$ cat config.mk
export PLATFORM = sky130hd
export DESIGN_NAME = cube_to_tetrahedra_indexer_unit
export DESIGN_NICKNAME = d
export VERILOG_FILES = /design/src/rtl/cti_pkg.sv /design/src/rtl/cti_div_stage.sv /design/src/rtl/cube_to_tetrahedra_indexer_unit.sv
export SDC_FILE = /design/constraint.sdc
export NUM_CORES = 2
export LEC_CHECK = 0
export ABC_AREA = 1
export BUFFER_PORTS_ARGS = -buffer_cell sky130_fd_sc_hd__clkbuf_2
export CAP_MARGIN = 0
export CORE_ASPECT_RATIO = 0.7
export CORE_MARGIN = 4
export CORE_UTILIZATION = 52
export DETAILED_ROUTE_END_ITERATION = 10
export PLACE_DENSITY = 0.67
export SYNTH_ARGS = -nofsm -noshare
export SYNTH_HDL_FRONTEND = slang
export SYNTH_SLANG_ARGS = --single-unit
export TNS_END_PERCENT = 30
$ cat constraint.sdc
create_clock -name clock -period 14.3 [get_ports clock]
set_input_delay 1.43 -clock clock [delete_from_list [all_inputs] [get_ports clock]]
set_output_delay 1.43 -clock clock [all_outputs]
set_load 0.01 [all_outputs]
$ cat src/rtl/cti_pkg.sv
// Package for the cube to tetrahedra indexer: widths, register indexes,
// corner and tetrahedron tables, and the restoring divider step.
// No dependencies.
package cti_pkg;

   localparam int CELL_W    = 8;
   localparam int IDX_W     = 24;
   localparam int TET_W     = 3;
   localparam int CSR_IDX_W = 2;
   localparam int NUM_TETS  = 6;
   localparam int DIV_STEPS = 8;
   localparam int DIV_STAGES = IDX_W / DIV_STEPS;

   localparam logic [CELL_W-1:0] MAX_CELLS   = 8'd255;
   localparam logic [CELL_W-1:0] CELLS_RESET = 8'd1;

   localparam logic [CSR_IDX_W-1:0] CSR_CELLS_X = 2'd0;
   localparam logic [CSR_IDX_W-1:0] CSR_CELLS_Y = 2'd1;
   localparam logic [CSR_IDX_W-1:0] CSR_CELLS_Z = 2'd2;

   localparam logic [TET_W-1:0] LAST_TET = 3'(NUM_TETS - 1);

   // corner offsets, bit 2 = x, bit 1 = y, bit 0 = z
   localparam logic [7:0][2:0] CORNER_TAB = {
      3'b110, 3'b001, 3'b010, 3'b011, 3'b101, 3'b111, 3'b100, 3'b000
   };

   typedef struct packed {
      logic [CELL_W-1:0] rem;
      logic [IDX_W-1:0]  dq;
      logic [CELL_W-1:0] side;
   } div_pipe_type;

   // corners of one tetrahedron, first vertex in the top bits
   function automatic logic [11:0] tet_corners(logic [TET_W-1:0] t);
      logic [11:0] c;
      case (t)
         3'd0:    c = {3'd3, 3'd5, 3'd1, 3'd2};
         3'd1:    c = {3'd3, 3'd5, 3'd4, 3'd0};
         3'd2:    c = {3'd3, 3'd5, 3'd2, 3'd4};
         3'd3:    c = {3'd4, 3'd3, 3'd0, 3'd6};
         3'd4:    c = {3'd3, 3'd5, 3'd0, 3'd1};
         3'd5:    c = {3'd1, 3'd5, 3'd7, 3'd2};
         default: c = '0;
      endcase
      return c;
   endfunction

   function automatic logic [CELL_W-1:0] clamp_cells(logic [CELL_W-1:0] v);
      logic [CELL_W-1:0] r;
      r = (v > MAX_CELLS) ? MAX_CELLS : v;
      return r;
   endfunction

   // one restoring division step: shift in the next dividend bit
   function automatic div_pipe_type div_step(div_pipe_type s, logic [CELL_W-1:0] d);
      logic [CELL_W:0] trial;
      div_pipe_type    r;
      trial = {s.rem, s.dq[IDX_W-1]};
      r     = s;
      if (trial >= {1'b0, d}) begin
         r.rem = CELL_W'(trial - {1'b0, d});
         r.dq  = {s.dq[IDX_W-2:0], 1'b1};
      end else begin
         r.rem = trial[CELL_W-1:0];
         r.dq  = {s.dq[IDX_W-2:0], 1'b0};
      end
      return r;
   endfunction

endpackage

$ cat src/rtl/cti_div_stage.sv
// One register stage of the pipelined restoring divider (several steps).
// Depends on cti_pkg.
module cti_div_stage (
   input  logic                      clock,
   input  logic                      reset,
   input  logic                      advance,
   input  logic                      in_valid,
   input  cti_pkg::div_pipe_type     in_data,
   input  logic [cti_pkg::CELL_W-1:0] divisor,
   output logic                      out_valid,
   output cti_pkg::div_pipe_type     out_data
);

   logic                  valid_ff;
   cti_pkg::div_pipe_type data_ff;
   cti_pkg::div_pipe_type data_in;

   always_comb begin
      data_in = in_data;
      for (int i = 0; i < cti_pkg::DIV_STEPS; i++) begin
         data_in = cti_pkg::div_step(data_in, divisor);
      end
   end

   always_ff @(posedge clock) begin
      if (reset) begin
         valid_ff <= 1'b0;
      end else if (advance) begin
         valid_ff <= in_valid;
      end
   end

   always_ff @(posedge clock) begin
      if (advance) begin
         data_ff <= data_in;
      end
   end

   assign out_valid = valid_ff;
   assign out_data  = data_ff;

endmodule

$ cat src/rtl/cube_to_tetrahedra_indexer_unit.sv
// Cube to tetrahedra indexer, top level. Depends on cti_pkg, cti_div_stage.
// Throughput: the result emitter gives one tetrahedron a cycle, six for an
// in-range item and a single out-of-range answer for any other; a new item
// enters each cycle while the emitter has room. Results cannot be stalled by
// the receiver.
// Reset: synchronous; clears pipeline valid bits and sets all cell counts to 1.
module cube_to_tetrahedra_indexer_unit (
   input  logic                          clock,
   input  logic                          reset,
   input  logic                          start,
   output logic                          busy,
   input  logic [cti_pkg::IDX_W-1:0]     req_cube_index,
   output logic                          rsp_strobe,
   output logic [cti_pkg::TET_W-1:0]     rsp_tet_number,
   output logic [cti_pkg::IDX_W-1:0]     rsp_vertex_a,
   output logic [cti_pkg::IDX_W-1:0]     rsp_vertex_b,
   output logic [cti_pkg::IDX_W-1:0]     rsp_vertex_c,
   output logic [cti_pkg::IDX_W-1:0]     rsp_vertex_d,
   output logic                          rsp_out_of_range,
   output logic                          rsp_last_tet,
   input  logic                          csr_valid,
   output logic                          csr_ready,
   input  logic [cti_pkg::CSR_IDX_W-1:0] csr_index,
   input  logic [cti_pkg::CELL_W-1:0]    csr_data
);

   localparam int CW = cti_pkg::CELL_W;
   localparam int IW = cti_pkg::IDX_W;
   localparam int NS = 2 * cti_pkg::DIV_STAGES;

   // configuration
   logic [CW-1:0]   cx_ff, cy_ff, cz_ff;
   logic [CW:0]     cy_p1, cz_p1;
   logic [2*CW+1:0] sx_ff;

   assign csr_ready = 1'b1;
   assign cy_p1     = {1'b0, cy_ff} + (CW+1)'(1);
   assign cz_p1     = {1'b0, cz_ff} + (CW+1)'(1);

   always_ff @(posedge clock) begin
      if (reset) begin
         cx_ff <= cti_pkg::CELLS_RESET;
         cy_ff <= cti_pkg::CELLS_RESET;
         cz_ff <= cti_pkg::CELLS_RESET;
      end else if (csr_valid && csr_ready) begin
         case (csr_index)
            cti_pkg::CSR_CELLS_X: cx_ff <= cti_pkg::clamp_cells(csr_data);
            cti_pkg::CSR_CELLS_Y: cy_ff <= cti_pkg::clamp_cells(csr_data);
            cti_pkg::CSR_CELLS_Z: cz_ff <= cti_pkg::clamp_cells(csr_data);
            default: ;
         endcase
      end
   end

   // x stride of the point grid
   always_ff @(posedge clock) begin
      sx_ff <= cy_p1 * cz_p1;
   end

   // pipeline control
   logic advance;
   logic a1_valid_ff;
   logic em_valid_ff;
   logic em_oor_ff;
   logic [cti_pkg::TET_W-1:0] em_cnt_ff;
   logic em_last;
   logic em_free;
   logic em_load;

   assign em_last = em_oor_ff || (em_cnt_ff == cti_pkg::LAST_TET);
   assign em_free = !em_valid_ff || em_last;
   assign em_load = a1_valid_ff && em_free;
   assign advance = !a1_valid_ff || em_free;
   assign busy    = !advance;

   // divider: z = idx mod cz, then y = (idx / cz) mod cy, x = idx / cz / cy
   logic                  st_valid_in  [NS];
   cti_pkg::div_pipe_type st_data_in   [NS];
   logic                  st_valid_out [NS];
   cti_pkg::div_pipe_type st_data_out  [NS];

   always_comb begin
      for (int i = 0; i < NS; i++) begin
         if (i == 0) begin
            st_valid_in[i] = start && !busy;
            st_data_in[i]  = '{rem: '0, dq: req_cube_index, side: '0};
         end else if (i == cti_pkg::DIV_STAGES) begin
            st_valid_in[i] = st_valid_out[i-1];
            st_data_in[i]  = '{rem: '0, dq: st_data_out[i-1].dq,
                               side: st_data_out[i-1].rem};
         end else begin
            st_valid_in[i] = st_valid_out[i-1];
            st_data_in[i]  = st_data_out[i-1];
         end
      end
   end

   for (genvar g = 0; g < NS; g++) begin : g_div
      cti_div_stage u_stage (
         .clock     (clock),
         .reset     (reset),
         .advance   (advance),
         .in_valid  (st_valid_in[g]),
         .in_data   (st_data_in[g]),
         .divisor   ((g < cti_pkg::DIV_STAGES) ? cz_ff : cy_ff),
         .out_valid (st_valid_out[g]),
         .out_data  (st_data_out[g])
      );
   end

   // range check and first multiply
   cti_pkg::div_pipe_type dv;
   logic          m1_oor_in;
   logic [2*CW:0] m1_t_in;
   logic [2:0]    m1_par_in;

   assign dv        = st_data_out[NS-1];
   assign m1_oor_in = (cx_ff == '0) || (cy_ff == '0) || (cz_ff == '0)
                      || (dv.dq >= IW'(cx_ff));
   assign m1_t_in   = (2*CW+1)'(dv.dq[CW-1:0] * cy_p1) + (2*CW+1)'(dv.rem);
   assign m1_par_in = {dv.dq[0], dv.rem[0], dv.side[0]};

   logic          m1_valid_ff, m1_oor_ff;
   logic [2*CW:0] m1_t_ff;
   logic [CW-1:0] m1_z_ff;
   logic [2:0]    m1_par_ff;

   always_ff @(posedge clock) begin
      if (reset) begin
         m1_valid_ff <= 1'b0;
      end else if (advance) begin
         m1_valid_ff <= st_valid_out[NS-1];
      end
   end

   always_ff @(posedge clock) begin
      if (advance) begin
         m1_oor_ff <= m1_oor_in;
         m1_t_ff   <= m1_t_in;
         m1_z_ff   <= dv.side;
         m1_par_ff <= m1_par_in;
      end
   end

   // base point index of the cube
   logic [IW-1:0] m2_base_in;
   assign m2_base_in = IW'((3*CW+2)'(m1_t_ff * cz_p1) + (3*CW+2)'(m1_z_ff));

   logic          m2_valid_ff, m2_oor_ff;
   logic [IW-1:0] m2_base_ff;
   logic [2:0]    m2_par_ff;

   always_ff @(posedge clock) begin
      if (reset) begin
         m2_valid_ff <= 1'b0;
      end else if (advance) begin
         m2_valid_ff <= m1_valid_ff;
      end
   end

   always_ff @(posedge clock) begin
      if (advance) begin
         m2_oor_ff  <= m1_oor_ff;
         m2_base_ff <= m2_base_in;
         m2_par_ff  <= m1_par_ff;
      end
   end

   // base for both x offsets
   logic [IW-1:0] a1_bx1_in;
   assign a1_bx1_in = m2_base_ff + IW'(sx_ff);

   logic          a1_oor_ff;
   logic [IW-1:0] a1_bx0_ff, a1_bx1_ff;
   logic [2:0]    a1_par_ff;

   always_ff @(posedge clock) begin
      if (reset) begin
         a1_valid_ff <= 1'b0;
      end else if (advance) begin
         a1_valid_ff <= m2_valid_ff;
      end
   end

   always_ff @(posedge clock) begin
      if (advance) begin
         a1_oor_ff <= m2_oor_ff;
         a1_bx0_ff <= m2_base_ff;
         a1_bx1_ff <= a1_bx1_in;
         a1_par_ff <= m2_par_ff;
      end
   end

   // emitter: one tetrahedron a cycle
   logic                      em_valid_in;
   logic [cti_pkg::TET_W-1:0] em_cnt_in;
   logic [IW-1:0]             em_bx0_ff, em_bx1_ff;
   logic [2:0]                em_par_ff;

   always_comb begin
      em_valid_in = em_valid_ff;
      em_cnt_in   = em_cnt_ff;
      if (em_load) begin
         em_valid_in = 1'b1;
         em_cnt_in   = '0;
      end else if (em_valid_ff && em_last) begin
         em_valid_in = 1'b0;
      end else if (em_valid_ff) begin
         em_cnt_in = em_cnt_ff + cti_pkg::TET_W'(1);
      end
   end

   always_ff @(posedge clock) begin
      if (reset) begin
         em_valid_ff <= 1'b0;
         em_cnt_ff   <= '0;
         em_oor_ff   <= 1'b0;
      end else begin
         em_valid_ff <= em_valid_in;
         em_cnt_ff   <= em_cnt_in;
         if (em_load) begin
            em_oor_ff <= a1_oor_ff;
         end
      end
   end

   always_ff @(posedge clock) begin
      if (em_load) begin
         em_bx0_ff <= a1_bx0_ff;
         em_bx1_ff <= a1_bx1_ff;
         em_par_ff <= a1_par_ff;
      end
   end

   // vertex indices of the current tetrahedron
   logic [11:0]   corners;
   logic [IW-1:0] vert_in [4];

   assign corners = cti_pkg::tet_corners(em_cnt_ff);

   always_comb begin
      logic [2:0] off;
      for (int k = 0; k < 4; k++) begin
         off        = cti_pkg::CORNER_TAB[corners[3*(3-k) +: 3]] ^ em_par_ff;
         vert_in[k] = (off[2] ? em_bx1_ff : em_bx0_ff)
                      + (off[1] ? IW'(cz_p1) : '0) + IW'(off[0]);
         if (em_oor_ff) begin
            vert_in[k] = '0;
         end
      end
   end

   // output register
   logic                      rsp_strobe_ff, rsp_oor_ff, rsp_last_ff;
   logic [cti_pkg::TET_W-1:0] rsp_tet_ff;
   logic [IW-1:0]             rsp_va_ff, rsp_vb_ff, rsp_vc_ff, rsp_vd_ff;

   always_ff @(posedge clock) begin
      if (reset) begin
         rsp_strobe_ff <= 1'b0;
      end else begin
         rsp_strobe_ff <= em_valid_ff;
      end
   end

   always_ff @(posedge clock) begin
      rsp_tet_ff  <= em_oor_ff ? '0 : em_cnt_ff;
      rsp_va_ff   <= vert_in[0];
      rsp_vb_ff   <= vert_in[1];
      rsp_vc_ff   <= vert_in[2];
      rsp_vd_ff   <= vert_in[3];
      rsp_oor_ff  <= em_oor_ff;
      rsp_last_ff <= em_last;
   end

   assign rsp_strobe       = rsp_strobe_ff;
   assign rsp_tet_number   = rsp_tet_ff;
   assign rsp_vertex_a     = rsp_va_ff;
   assign rsp_vertex_b     = rsp_vb_ff;
   assign rsp_vertex_c     = rsp_vc_ff;
   assign rsp_vertex_d     = rsp_vd_ff;
   assign rsp_out_of_range = rsp_oor_ff;
   assign rsp_last_tet     = rsp_last_ff;

endmodule

==> impl_metrics.tcl <==
set metrics [dict create \
    slew_viol_final 0 \
    routed_wl_um 142400 \
    critPathSlowestCell "fa_1" \
    die_area_mm2 0.1037 \
    routedWlPerCell_um 17.08 \
    avgSynthCellArea_um2 8.018 \
    timing.rr.end "g_div[1].u_stage.out_data[33]$_DFFE_PN_" \
    async_flop_share 0 \
    layout.nets 7839 \
    criticalPathCategory "reg2reg" \
    reg2reg_depth 91 \
    drtIter0Drc 4111 \
    fin_crit_sh 0.9591 \
    yosys_register_bits 533 \
    fin_skew_ns 0.02753 \
    port_buffers 140 \
    r2r_slack_ns 0.59 \
    initial_core_util 0.5232 \
    cts-root-buf "clkbuf_16" \
    cts.path.max_buffers 3 \
    layout_commonest_cell "nand2_1" \
    cts_tree "yes" \
    setup_viol 0 \
    route.vias.total 44310 \
    ys_warn_count 0 \
    syn_to_final_growth_pct 18.54 \
    fmaxAchievable_ghz 0.07291 \
    endpoint_kind "register" \
    clock-sinks 533 \
    detail-route-antenna-nets 0 \
    synth_top_area_share 0.2199 \
    worst_slack_ns 0.5852 \
    postCtsHoldBufs 0 \
    synthDistinctLibCells 72 \
    final_cell_mix "nand2_1 (1,302), inv_1 (1,042), ha_1 (505), buf_4 (450), nor2_1 (437)" \
    holdPathEnd "g_div[2].u_stage.out_data[25]$_DFFE_PN_" \
    hold_depth 0 \
    finalHoldViolCount 0 \
    clk_pin_slew_ns 0.07 \
    hp-class "reg2reg" \
    synth_edf_count 375 \
    grt_pass1_wl_um 220700 \
    ys_seq_area_frac 0.2816 \
    gr-total-overflow 0 \
    worstPathRequired_ns 14.73 \
    dp_hpwl_um 109300 \
    cp-startpoint "cz_ff[1]$_SDFFE_PP0P_" \
    grt_pass1_vias 40670 \
    min_from "g_div[1].u_stage.out_data[17]$_DFFE_PN_" \
    fin_tns_setup_ns 0 \
    core_area_mm2 0.09789 \
    die_y_um 270.6 \
    io_pins 142 \
    r2r_start "cz_ff[1]$_SDFFE_PP0P_" \
    holdWs_ns 0.3988 \
    dr.pass1.iters 6 \
    ys_top_cells_by_area "edfxtp_1 (22%), ha_1 (14%), fa_1 (10%)" \
    drive_gt1_frac 0.1951 \
    synth_top_cell_by_area "edfxtp_1" \
    worst_pin_slew_ns 1.190 \
    die_width_um 383.1 \
    min_period_ns 13.71 \
    synth_cells 6388 \
    h-tree-depth 2 \
    grt_usage 0.2644 \
    synth_area_mm2 0.05122 \
    worst-path-max-fanout 8 \
    drc 0 \
    status "finished clean" \
    num_rows 96 \
    timing.critical_path.mode_cell "nand2_1" \
    synth_nets 7266 \
    synth_flop_cell "edfxtp_1" \
    fin_util 0.6202 \
    antenna_found_initial 3 \
    critPathMaxStageDelay_ns 0.42 \
    max_slew_margin 0.2065 \
    arrival_ns 14.14 \
    critPathLaunchType "register" \
    clk_latency_ns 0.68 \
    numCtsBuffers 56 \
    place_congestion 0.9511 \
    rsz0062_at_grt "true" \
    dp_slack_ns -0.3904 \
    vias_per_cell 5.317 \
    drv_cap 0 \
    grt_max_degree 173 \
]
==> metrics by stage <==
stage,instances,instance area [um2]
2_1_floorplan,6388,51340
3_3_place_gp,8114,55890
3_5_place_dp,8114,55890
4_1_cts,8223,57920
5_1_grt,8331,60710
6_report,8334,60720
==> cells in the mapped netlist (11+ instances only) <==
cell and instances:
inv_1 1081, nor2_4 16, a21oi_1 440, o21ai_2 37
nand4_1 64, nor4_1 26, clkbuf_1 57, nor2_1 447
fa_1 264, o21a_1 44, buf_6 22, o21ai_1 63
nor2_2 22, ha_1 576, nand3b_1 22, nor3_1 40
nand3_4 15, inv_2 49, o31ai_1 11, nand2_2 71
o21ai_0 362, xor2_1 221, dfxtp_1 158, a21o_1 16
buf_4 11, nand3_1 212, nand2_4 15, or2_2 26
edfxtp_1 375, nand3_2 35, xnor2_1 87, o21bai_1 31
nand2_1 1341, a211oi_1 14
==> worst max-delay path, delay by kind of cell, from the launching register on <==
family	cells	cell delay, ns
AOI/OAI and AO/OA	28	4.85
DFF	1	0.36
buffers and inverters	21	2.35
adders and majority gates	8	2.40
xor gates and xnor gates	1	0.22
and+or+nand+nor	33	3.23
==> flip-flops by register name (all words and copies together), names as in the netlist, 3 cells and up <==
signal,cells
a1_bx0_ff,24
a1_bx1_ff,24
a1_par_ff,3
cx_ff,8
cy_ff,8
cz_ff,8
em_bx0_ff,24
em_bx1_ff,24
em_cnt_ff,3
em_par_ff,3
g_div.u_stage.out_data,216
g_div.u_stage.out_valid,6
m1_t_ff,17
m1_z_ff,8
m2_base_ff,24
m2_par_ff,3
rsp_tet_number,3
rsp_vertex_a,24
rsp_vertex_b,24
rsp_vertex_c,24
rsp_vertex_d,24
sx_ff,18
==> kinds of logic after synthesis <==
kind of cell	count (synthesis)	share of synthesized area
and+or+nand+nor	2384	0.2082
buffers and inverters	1247	0.09607
AOI/OAI and AO/OA	1075	0.1175
adders and majority gates	840	0.2439
DFF	533	0.2816
xor gates and xnor gates	308	0.05267
other	1	0.00007321
==> final cells by class <==
type | instances | area [um2]
well taps | 1323 | 1655
multi-input cells | 4616 | 33970
fillers | 8467 | 37180
repair buffers | 613 | 4375
inverters | 1141 | 4322
clock inverters | 33 | 429.2
flip-flops and latches | 533 | 14440
diodes | 3 | 7.507
clock buffers | 72 | 1518
==> layer usage <==
layer	vias to the layer above	global-route usage	part of all wire
met5	-	0	0
met4	0	0.05162	0.018
met3	154	0.06696	0.10
met2	1599	0.3557	0.39
met1	20590	0.4219	0.49
li1	21970	-	-
==> worst max-delay path by stage <==
stage | endpoint
finish | g_div[1].u_stage.out_data[33]$_DFFE_PN_
global route | g_div[2].u_stage.out_data[34]$_DFFE_PN_
CTS | g_div[5].u_stage.out_data[38]$_DFFE_PN_
detailed placement | g_div[0].u_stage.out_data[36]$_DFFE_PN_
global placement | g_div[0].u_stage.out_data[37]$_DFFE_PN_
floorplan | g_div[1].u_stage.out_data[33]$_DFFE_PN_
==> timing repair <==
item / 4_1_cts / 5_1_grt
setup buffers: 4 / 99
cloned: 0 / 9
resized for setup: 14 / 462
setup endpoints to repair: 25 / 54
pin swaps: 4 / 175
Power is left out: the tool's default activity adds up to more than one toggle a clock period on the data nets, which glitch-free logic cannot reach.
